## src/rtl/eev_pkg.sv

```systemverilog
// Types and constants for the exit event validator.
`timescale 1ns / 1ps
`default_nettype none

package eev_pkg;

  localparam int TOKEN_W  = 64;
  localparam int HALF_W   = 32;
  localparam int ROT_BITS = 17;
  localparam int KIND_W   = 3;
  localparam int FAULT_W  = 3;
  localparam int CFG_IDX_W = 2;

  // register indexes
  localparam logic [CFG_IDX_W-1:0] REG_COOKIE     = 2'd0;
  localparam logic [CFG_IDX_W-1:0] REG_VERSION    = 2'd1;
  localparam logic [CFG_IDX_W-1:0] REG_EXIT_COUNT = 2'd2;

  // request types
  localparam logic REQ_CHECK = 1'b0;
  localparam logic REQ_WRITE = 1'b1;

  // exit kinds
  localparam logic [KIND_W-1:0] KIND_FAULT = 3'd0;
  localparam logic [KIND_W-1:0] KIND_NEXT  = 3'd1;
  localparam logic [KIND_W-1:0] KIND_CALL  = 3'd2;
  localparam logic [KIND_W-1:0] KIND_TAIL  = 3'd3;

  // result codes
  localparam logic [FAULT_W-1:0] FAULT_NONE        = 3'd0;
  localparam logic [FAULT_W-1:0] FAULT_BAD_VERSION = 3'd1;
  localparam logic [FAULT_W-1:0] FAULT_BAD_KIND    = 3'd2;
  localparam logic [FAULT_W-1:0] FAULT_BAD_TARGET  = 3'd3;
  localparam logic [FAULT_W-1:0] FAULT_BAD_SITE    = 3'd4;

  typedef struct packed {
    logic [HALF_W-1:0] site;
    logic [KIND_W-1:0] kind;
    logic [HALF_W-1:0] target_fragment;
    logic [HALF_W-1:0] target_function;
    logic [HALF_W-1:0] continuation;
  } entry_t;

  typedef struct packed {
    logic hit;
    logic target_ok;
  } match_t;

  typedef enum logic [1:0] {
    ST_IDLE,
    ST_SCAN,
    ST_DONE
  } state_t;

endpackage

`default_nettype wire

```

## src/rtl/eev_table.sv

```systemverilog
// Allowed-exit table: one write port, one registered read port.
`timescale 1ns / 1ps
`default_nettype none

module eev_table #(
  parameter int MAX_EXITS = 16,
  parameter int IDX_W = 4
) (
  input  wire logic                clk,
  input  wire logic                wr_en,
  input  wire logic [IDX_W-1:0]    wr_addr,
  input  wire eev_pkg::entry_t     wr_entry,
  input  wire logic                rd_en,
  input  wire logic [IDX_W-1:0]    rd_addr,
  output eev_pkg::entry_t          rd_entry
);

  eev_pkg::entry_t mem [MAX_EXITS];

  always_ff @(posedge clk) begin
    if (wr_en) begin
      mem[wr_addr] <= wr_entry;
    end
  end

  always_ff @(posedge clk) begin
    if (rd_en) begin
      rd_entry <= mem[rd_addr];
    end
  end

endmodule

`default_nettype wire

```

## src/rtl/eev_match.sv

```systemverilog
// Shared compare unit: one table entry against the decoded event.
`timescale 1ns / 1ps
`default_nettype none

module eev_match (
  input  wire eev_pkg::entry_t                 entry,
  input  wire logic [eev_pkg::KIND_W-1:0]      kind,
  input  wire logic [eev_pkg::HALF_W-1:0]      site,
  input  wire logic [eev_pkg::TOKEN_W-1:0]     target_dec,
  input  wire logic [eev_pkg::HALF_W-1:0]      cont_fragment,
  output eev_pkg::match_t                      result
);

  logic [eev_pkg::HALF_W-1:0] tgt_fragment;
  logic [eev_pkg::HALF_W-1:0] tgt_function;

  assign tgt_fragment = target_dec[eev_pkg::HALF_W-1:0];
  assign tgt_function = target_dec[eev_pkg::TOKEN_W-1:eev_pkg::HALF_W];

  always_comb begin
    result.hit = (entry.site == site) && (entry.kind == kind);
    case (kind)
      eev_pkg::KIND_NEXT: result.target_ok = (tgt_fragment == entry.target_fragment);
      eev_pkg::KIND_CALL: result.target_ok = (tgt_function == entry.target_function) &&
                                             (tgt_fragment == '0) &&
                                             (cont_fragment == entry.continuation);
      eev_pkg::KIND_TAIL: result.target_ok = (tgt_function == entry.target_function) &&
                                             (tgt_fragment == '0);
      default:            result.target_ok = 1'b1;  // plain kinds pass on any match
    endcase
  end

endmodule

`default_nettype wire

```

## src/rtl/exit_event_validator.sv

```systemverilog
// Exit event validator: checks exit events against a table of allowed exits.
// Input channel (in_valid / in_stall) carries one item: req_type 1 writes
// table entry entry_index, req_type 0 checks an exit event. Every item gives
// exactly one fault code on the output channel (out_valid / out_stall); a write
// gives 0. Registers (0 cookie, 1 expected_version, 2 exit_count) are set
// through cfg_wr_en / cfg_index / cfg_data; the user must set them only while
// the block is idle, as the block itself does not enforce it. A write item, or
// a check that fails on version or kind, moves from res to the output register
// once that is free. Any other check scans the table in order through a single
// registered read port, one entry per cycle into one shared compare unit; the
// first hit ends the scan, a miss reads all limit entries, limit being
// exit_count capped at MAX_EXITS. in_stall is high while an accepted item is in
// work and drops as its result is loaded into the output register, so a new
// item is taken only once the last result is there, and the next item is taken
// while a result still waits on a stalled receiver. While out_stall is high a
// shown result and out_valid hold. Reset empties the output, returns to idle
// and loads the register reset values; the table needs no clearing.
`timescale 1ns / 1ps
`default_nettype none

module exit_event_validator #(
  parameter int MAX_EXITS = 16
) (
  input  wire logic                            clk,
  input  wire logic                            rst,
  input  wire logic                            cfg_wr_en,
  input  wire logic [eev_pkg::CFG_IDX_W-1:0]   cfg_index,
  input  wire logic [eev_pkg::TOKEN_W-1:0]     cfg_data,
  input  wire logic                            in_valid,
  output logic                                 in_stall,
  input  wire logic                            req_type,
  input  wire logic [3:0]                      entry_index,
  input  wire logic [31:0]                     event_version,
  input  wire logic [eev_pkg::KIND_W-1:0]      exit_kind,
  input  wire logic [31:0]                     site_id,
  input  wire logic [eev_pkg::TOKEN_W-1:0]     tgt_token,
  input  wire logic [eev_pkg::TOKEN_W-1:0]     cont_token,
  input  wire logic [31:0]                     entry_target_fragment,
  input  wire logic [31:0]                     entry_target_function,
  input  wire logic [31:0]                     entry_continuation_fragment,
  output logic                                 out_valid,
  input  wire logic                            out_stall,
  output logic [eev_pkg::FAULT_W-1:0]          fault
);

  localparam int IDX_W  = (MAX_EXITS > 1) ? $clog2(MAX_EXITS) : 1;
  localparam int CNT_RAW = $clog2(MAX_EXITS + 1);
  localparam int CNT_W  = (CNT_RAW > 5) ? CNT_RAW : 5;

  // configuration
  logic [eev_pkg::TOKEN_W-1:0] cookie;
  logic [31:0]                 expected_version;
  logic [4:0]                  exit_count;

  // latched event
  logic [eev_pkg::KIND_W-1:0]  ev_kind;
  logic [31:0]                 ev_site;
  logic [eev_pkg::TOKEN_W-1:0] ev_target;
  logic [eev_pkg::HALF_W-1:0]  ev_cont;
  logic [CNT_W-1:0]            limit;

  // scan control
  eev_pkg::state_t             state, state_next;
  logic [CNT_W-1:0]            ptr;
  logic                        rd_vld;
  logic                        issue;
  logic                        rd_en;
  logic                        scan_done;
  logic [eev_pkg::FAULT_W-1:0] res, res_next, scan_res;
  logic                        out_load;

  logic                        in_acc;
  logic                        wr_ok;
  logic [CNT_W-1:0]            wr_idx_ext;
  logic [CNT_W-1:0]            count_ext;
  logic [eev_pkg::TOKEN_W-1:0] tgt_dec;
  logic [eev_pkg::TOKEN_W-1:0] cont_dec;
  eev_pkg::entry_t             wr_entry;
  eev_pkg::entry_t             rd_entry;
  eev_pkg::match_t             m;

  assign in_stall = (state != eev_pkg::ST_IDLE);
  assign in_acc   = in_valid && !in_stall;
  assign out_load = (state == eev_pkg::ST_DONE) && (!out_valid || !out_stall);

  assign wr_idx_ext = CNT_W'(entry_index);
  assign wr_ok      = wr_idx_ext < CNT_W'(MAX_EXITS);
  assign count_ext  = CNT_W'(exit_count);

  // rotate right, then strip the cookie
  assign tgt_dec  = {tgt_token[eev_pkg::ROT_BITS-1:0],
                     tgt_token[eev_pkg::TOKEN_W-1:eev_pkg::ROT_BITS]} ^ cookie;
  assign cont_dec = {cont_token[eev_pkg::ROT_BITS-1:0],
                     cont_token[eev_pkg::TOKEN_W-1:eev_pkg::ROT_BITS]} ^ cookie;

  always_comb begin
    wr_entry.site            = site_id;
    wr_entry.kind            = exit_kind;
    wr_entry.target_fragment = entry_target_fragment;
    wr_entry.target_function = entry_target_function;
    wr_entry.continuation    = entry_continuation_fragment;
  end

  eev_table #(
    .MAX_EXITS (MAX_EXITS),
    .IDX_W     (IDX_W)
  ) u_table (
    .clk      (clk),
    .wr_en    (in_acc && (req_type == eev_pkg::REQ_WRITE) && wr_ok),
    .wr_addr  (wr_idx_ext[IDX_W-1:0]),
    .wr_entry (wr_entry),
    .rd_en    (rd_en),
    .rd_addr  (ptr[IDX_W-1:0]),
    .rd_entry (rd_entry)
  );

  eev_match u_match (
    .entry         (rd_entry),
    .kind          (ev_kind),
    .site          (ev_site),
    .target_dec    (ev_target),
    .cont_fragment (ev_cont),
    .result        (m)
  );

  // scan finishes on the first hit, or once all limit entries have been read
  assign issue     = ptr < limit;
  assign scan_done = (rd_vld && m.hit) || (!issue && !rd_vld);

  always_comb begin
    state_next = state;
    case (state)
      eev_pkg::ST_IDLE: begin
        if (in_acc) begin
          if ((req_type == eev_pkg::REQ_WRITE) || (event_version != expected_version) ||
              (exit_kind == eev_pkg::KIND_FAULT)) begin
            state_next = eev_pkg::ST_DONE;
          end else begin
            state_next = eev_pkg::ST_SCAN;
          end
        end
      end
      eev_pkg::ST_SCAN: begin
        if (scan_done) begin
          state_next = eev_pkg::ST_DONE;
        end
      end
      eev_pkg::ST_DONE: begin
        if (out_load) begin
          state_next = eev_pkg::ST_IDLE;
        end
      end
      default: state_next = eev_pkg::ST_IDLE;
    endcase
  end

  always_comb begin
    rd_en    = 1'b0;
    scan_res = eev_pkg::FAULT_BAD_SITE;
    if (rd_vld && m.hit) begin
      scan_res = m.target_ok ? eev_pkg::FAULT_NONE : eev_pkg::FAULT_BAD_TARGET;
    end
    res_next = res;
    case (state)
      eev_pkg::ST_IDLE: begin
        if (req_type == eev_pkg::REQ_WRITE) begin
          res_next = eev_pkg::FAULT_NONE;
        end else if (event_version != expected_version) begin
          res_next = eev_pkg::FAULT_BAD_VERSION;
        end else if (exit_kind == eev_pkg::KIND_FAULT) begin
          res_next = eev_pkg::FAULT_BAD_KIND;
        end else begin
          res_next = eev_pkg::FAULT_NONE;
        end
      end
      eev_pkg::ST_SCAN: begin
        rd_en = issue && !(rd_vld && m.hit);
        if (scan_done) begin
          res_next = scan_res;
        end
      end
      default: res_next = res;
    endcase
  end

  always_ff @(posedge clk) begin
    if (rst) begin
      cookie           <= '0;
      expected_version <= 32'd1;
      exit_count       <= '0;
    end else if (cfg_wr_en) begin
      case (cfg_index)
        eev_pkg::REG_COOKIE:     cookie           <= cfg_data;
        eev_pkg::REG_VERSION:    expected_version <= cfg_data[31:0];
        eev_pkg::REG_EXIT_COUNT: exit_count       <= cfg_data[4:0];
        default: ;
      endcase
    end
  end

  always_ff @(posedge clk) begin
    if (rst) begin
      state  <= eev_pkg::ST_IDLE;
      ptr    <= '0;
      rd_vld <= 1'b0;
    end else begin
      state <= state_next;
      if (in_acc) begin
        ptr    <= '0;
        rd_vld <= 1'b0;
      end else if (state == eev_pkg::ST_SCAN) begin
        if (issue) begin
          ptr <= ptr + CNT_W'(1);
        end
        rd_vld <= rd_en;
      end
    end
  end

  always_ff @(posedge clk) begin
    res <= res_next;
    if (in_acc) begin
      ev_kind   <= exit_kind;
      ev_site   <= site_id;
      ev_target <= tgt_dec;
      ev_cont   <= cont_dec[eev_pkg::HALF_W-1:0];
      limit     <= (count_ext > CNT_W'(MAX_EXITS)) ? CNT_W'(MAX_EXITS) : count_ext;
    end
  end

  // output register
  always_ff @(posedge clk) begin
    if (rst) begin
      out_valid <= 1'b0;
    end else if (out_load) begin
      out_valid <= 1'b1;
    end else if (!out_stall) begin
      out_valid <= 1'b0;
    end
  end

  always_ff @(posedge clk) begin
    if (out_load) begin
      fault <= res;
    end
  end

endmodule

`default_nettype wire

```

## config.mk

```make
export PLATFORM = sky130hd
export DESIGN_NAME = exit_event_validator
export DESIGN_NICKNAME = d
export VERILOG_FILES = /design/src/rtl/eev_pkg.sv /design/src/rtl/eev_table.sv /design/src/rtl/eev_match.sv /design/src/rtl/exit_event_validator.sv
export SDC_FILE = /design/constraint.sdc
export NUM_CORES = 2
export LEC_CHECK = 0
export ABC_AREA = 0
export BUFFER_PORTS_ARGS = -buffer_cell sky130_fd_sc_hd__buf_4
export CAP_MARGIN = 20
export CELL_PAD_IN_SITES_DETAIL_PLACEMENT = 0
export CELL_PAD_IN_SITES_GLOBAL_PLACEMENT = 1
export CORE_MARGIN = 4
export CORE_UTILIZATION = 49
export DETAILED_ROUTE_END_ITERATION = 8
export PLACE_DENSITY_LB_ADDON = 0.12
export REMOVE_ABC_BUFFERS = 1
export SLEW_MARGIN = 20
export SYNTH_ARGS = -nofsm -noshare
export SYNTH_HDL_FRONTEND = slang
export SYNTH_SLANG_ARGS = --single-unit
export TNS_END_PERCENT = 1
```

## constraint.sdc

```tcl
create_clock -name clk -period 15.1 [get_ports clk]
set_input_delay 0 -clock clk [delete_from_list [all_inputs] [get_ports clk]]
set_output_delay 0 -clock clk [all_outputs]
set_load 0.005 [all_outputs]
```

==> out/qor.csv <==
stage;metric;value;unit
die;dieArea;0.198;mm²
worst_setup_path;slowest_delay;0.85;ns
worst_setup_path;critical_path_arrival;5.91;ns
die;die_w;445;µm
logic_synthesis;synth_ff_type;edfxtp_1;
global_route;overflow;0;
detailed_routing;num_vias;46025;
cts;clkLatencyLatePin;0.89;ns
detailed_routing;dr_wl_met3;11600;µm
worst_setup_path;crit_required;15.70;ns
sta;max_freq;188;MHz
die;initial_core_util;0.492;
sta;rsz0062_at_grt;false;
power;leakage;36.0;nW
sta;setup_tns;0;ns
run;maxCapViolations;0;
power;ir_drop;0.111;mV
cts;h-tree-depth;5;
global_route;grt_use_total;0.248;
die;core_area;0.190;mm²
layout;area_delta_synth_final;21.5;%
worst_setup_path;start_kind;flip-flop;
logic_synthesis;avgSynthCellArea;23.0;µm²
logic_synthesis;ys_warn_count;0;
worst_setup_path;crit_chain;buf_4 > buf_12 > buf_4 > buf_4 > mux4_2 > mux4_2;
cts;cts_buffers;276;
sta;min_period;5.31;ns
logic_synthesis;async_flop_share;0;
cts;cts_resized;0;
global_route;grt_pass1_vias;48183;
placement;gp_congestion;0.746;
detailed_routing;wl_met1;95200;µm
status;outcome;complete, no violations;
sta;skew;0.0499;ns
logic_synthesis;synth_top_area_cell;edfxtp_1;
worst_setup_path;path_class;flip-flop to flip-flop;
detailed_routing;route.detailed.drc;0;
die;rows;160;
sta;fin_crit_sh;0.352;
power;p_per_area;126;mW/mm²
placement;dp_hpwl;125000;µm
sta;worstMarginPinSlew;1.20;ns
logic_synthesis;synth_area;0.0936;mm²
detailed_routing;antenna_left;0;
detailed_routing;vias_per_cell;5.83;
detailed_routing;drt-total-wl;244000;µm
sta;max_slew_margin;0.199;
cts;clock-root-buffer;clkbuf_16;
die;die_h;445;µm
global_route;grt_pass1_wl;348000;µm
logic_synthesis;synthCells;4067;
sta;setup_viol;0;
die;ioPinCount;372;
placement;io_buffers;339;
cts;tritoncts;built;
logic_synthesis;seq_area_frac_synth;0.783;
layout;nNetsFinal;5555;
sta;hold_violations;0;
worst_setup_path;crit_slowest_cell;buf_4;
cts;cts.sinks;2479;
global_route;grt_max_degree;146;
cts;clk_path_buf_depth;4;
detailed_routing;post_drt_wl_per_cell;30.9;µm
logic_synthesis;ys_types;44;
worst_setup_path;cp_max_fo;92;
detailed_routing;firstDrtPassIters;5;
global_route;antenna_found_initial;36;
detailed_routing;wl_met2;128000;µm
logic_synthesis;ys_ff_latch;2479;
worst_setup_path;rr_worst_depth;6;
min_path;hp-class;primary input to flip-flop;
cts;clkTransAtPathRegs;0.06;ns
min_path;hold_depth;2;
layout;drive_gt1_frac;0.268;
logic_synthesis;synth_area_leaders;edfxtp_1, mux4_2, dfxtp_1;
detailed_routing;drtIter0Drc;3752;
worst_setup_path;end_kind;flip-flop;
logic_synthesis;synth_edf_count;2369;
logic_synthesis;synth_top_area_share;0.760;
sta;drv_slew;0;
detailed_routing;top_layer_used;met5;
placement;post_dp_cell_area;0.0994;mm²
layout;postLayoutCellArea;0.114;mm²
worst_setup_path;cp_common_cell;buf_4;
[flip-flops by register name, indices dropped and copies added (netlist names)]
| register | count |
|---|---|
| u_table.mem | 2096 |
| cookie | 64 |
| count_ext | 5 |
| ev_kind | 3 |
| ev_cont | 32 |
| expected_version | 32 |
| fault | 3 |
| rd_vld | 1 |
| ev_target | 64 |
| limit | 5 |
| out_valid | 1 |
| ev_site | 32 |
| res | 3 |
| ptr | 5 |
| u_table.rd_entry | 131 |
| state | 2 |
[final cells by class]
class / count / area, µm²
antenna: 19 / 47.5
clock buffer: 359 / 7470
clock inverter: 96 / 788
fill: 13652 / 76400
inverter: 7 / 26.3
multi-input combinational: 1398 / 19500
sequential: 2479 / 73400
tap: 2511 / 3140
timing repair buffer: 1021 / 9420
[report_power, final]
part           switching, mW  internal (mW)
Sequential            0.0394           7.61
Combinational          0.258          0.207
Clock                   2.54           3.69
[layer usage]
metal,up-vias,GRT usage
li1,19248,-
met1,24862,0.322
met2,1415,0.431
met3,492,0.0338
met4,8,0.0892
met5,-,0
[stage by stage]
stage	worst slack (ns)	utilization	total power, mW	hold WS (ns)	instances
finish	9.79	0.598	14.3	0.0520	7890
global route	9.21	0.598	14.8	0.0120	7882
CTS	9.54	0.598	14.5	0.00172	7871
detailed placement	9.53	0.523	8.13	0.258	6807
global placement	9.50	0.523	8.12	0.251	6806
floorplan	-8.91	-	7.88	0.0691	3884
[repair_timing]
action,CTS,global route
buffers inserted,0,0
hold buffers,609,0
hold endpoints to repair,2653,0
[placed cells by master, fill, tap and decap left out, drive strengths merged, types with 77 or more instances in the layout]
| cell type | netlist | routed |
|---|---|---|
| mux4 | 655 | 655 |
| clkbuf | 104 | 359 |
| edfxtp | 2369 | 2369 |
| clkinv | 0 | 77 |
| dfxtp | 110 | 110 |
| buf | 79 | 412 |
| xor2 | 166 | 166 |
| xnor2 | 95 | 95 |
| nand2 | 202 | 202 |
| dlygate4sd3 | 0 | 609 |
| a21oi | 104 | 104 |
[cells in the mapped netlist (all sizes together), types with 2 or more instances]
cell type  count
nor3          12
buf           79
nor2          33
nand2b         5
clkbuf       104
xor2         166
xnor2         95
inv            7
ha             5
a21oi        104
nand3          8
nand4         39
nor2b          7
edfxtp      2369
mux2i          6
nand3b         4
nand2        202
mux4         655
nor4          31
or3            3
dfxtp        110
o21ba          2
o21ai          3
a31oi          3
[logic make-up (layout without fill, tap and decap cells)]
family / Yosys count / in the layout / share of synthesized area
DFF: 2479 / 2479 / 0.783
muxes: 661 / 661 / 0.158
and+or+nand+nor: 352 / 352 / 0.0172
xor gates and xnor gates: 261 / 261 / 0.0244
buffers and inverters: 190 / 1483 / 0.00959
AOI/OAI and AO/OA: 119 / 119 / 0.00675
adders and majority gates: 5 / 5 / 0.000668
other: 0 / 19 / 0
[final timing paths]
check | startpoint | end | slack, ns
min reg2reg | res[1]$_DFFE_PP_ | fault[1]$_DFFE_PP_ | 0.42
max | ptr[0]$_SDFFE_PP0P_ | u_table.rd_entry[41]$_DFFE_PP_ | 9.79
max reg2reg | ptr[0]$_SDFFE_PP0P_ | u_table.rd_entry[41]$_DFFE_PP_ | 9.79
min | entry_continuation_fragment[0] | u_table.mem[5][0]$_DFFE_PP_ | 0.05
[worst max-delay path: cells and delay by family, from the launching register on]
kind     cells  cell delay, ns
mux          2            1.09
buf+inv      4            3.04
flops        1            0.73
No activity file was read; power rests on OpenSTA's default activity.
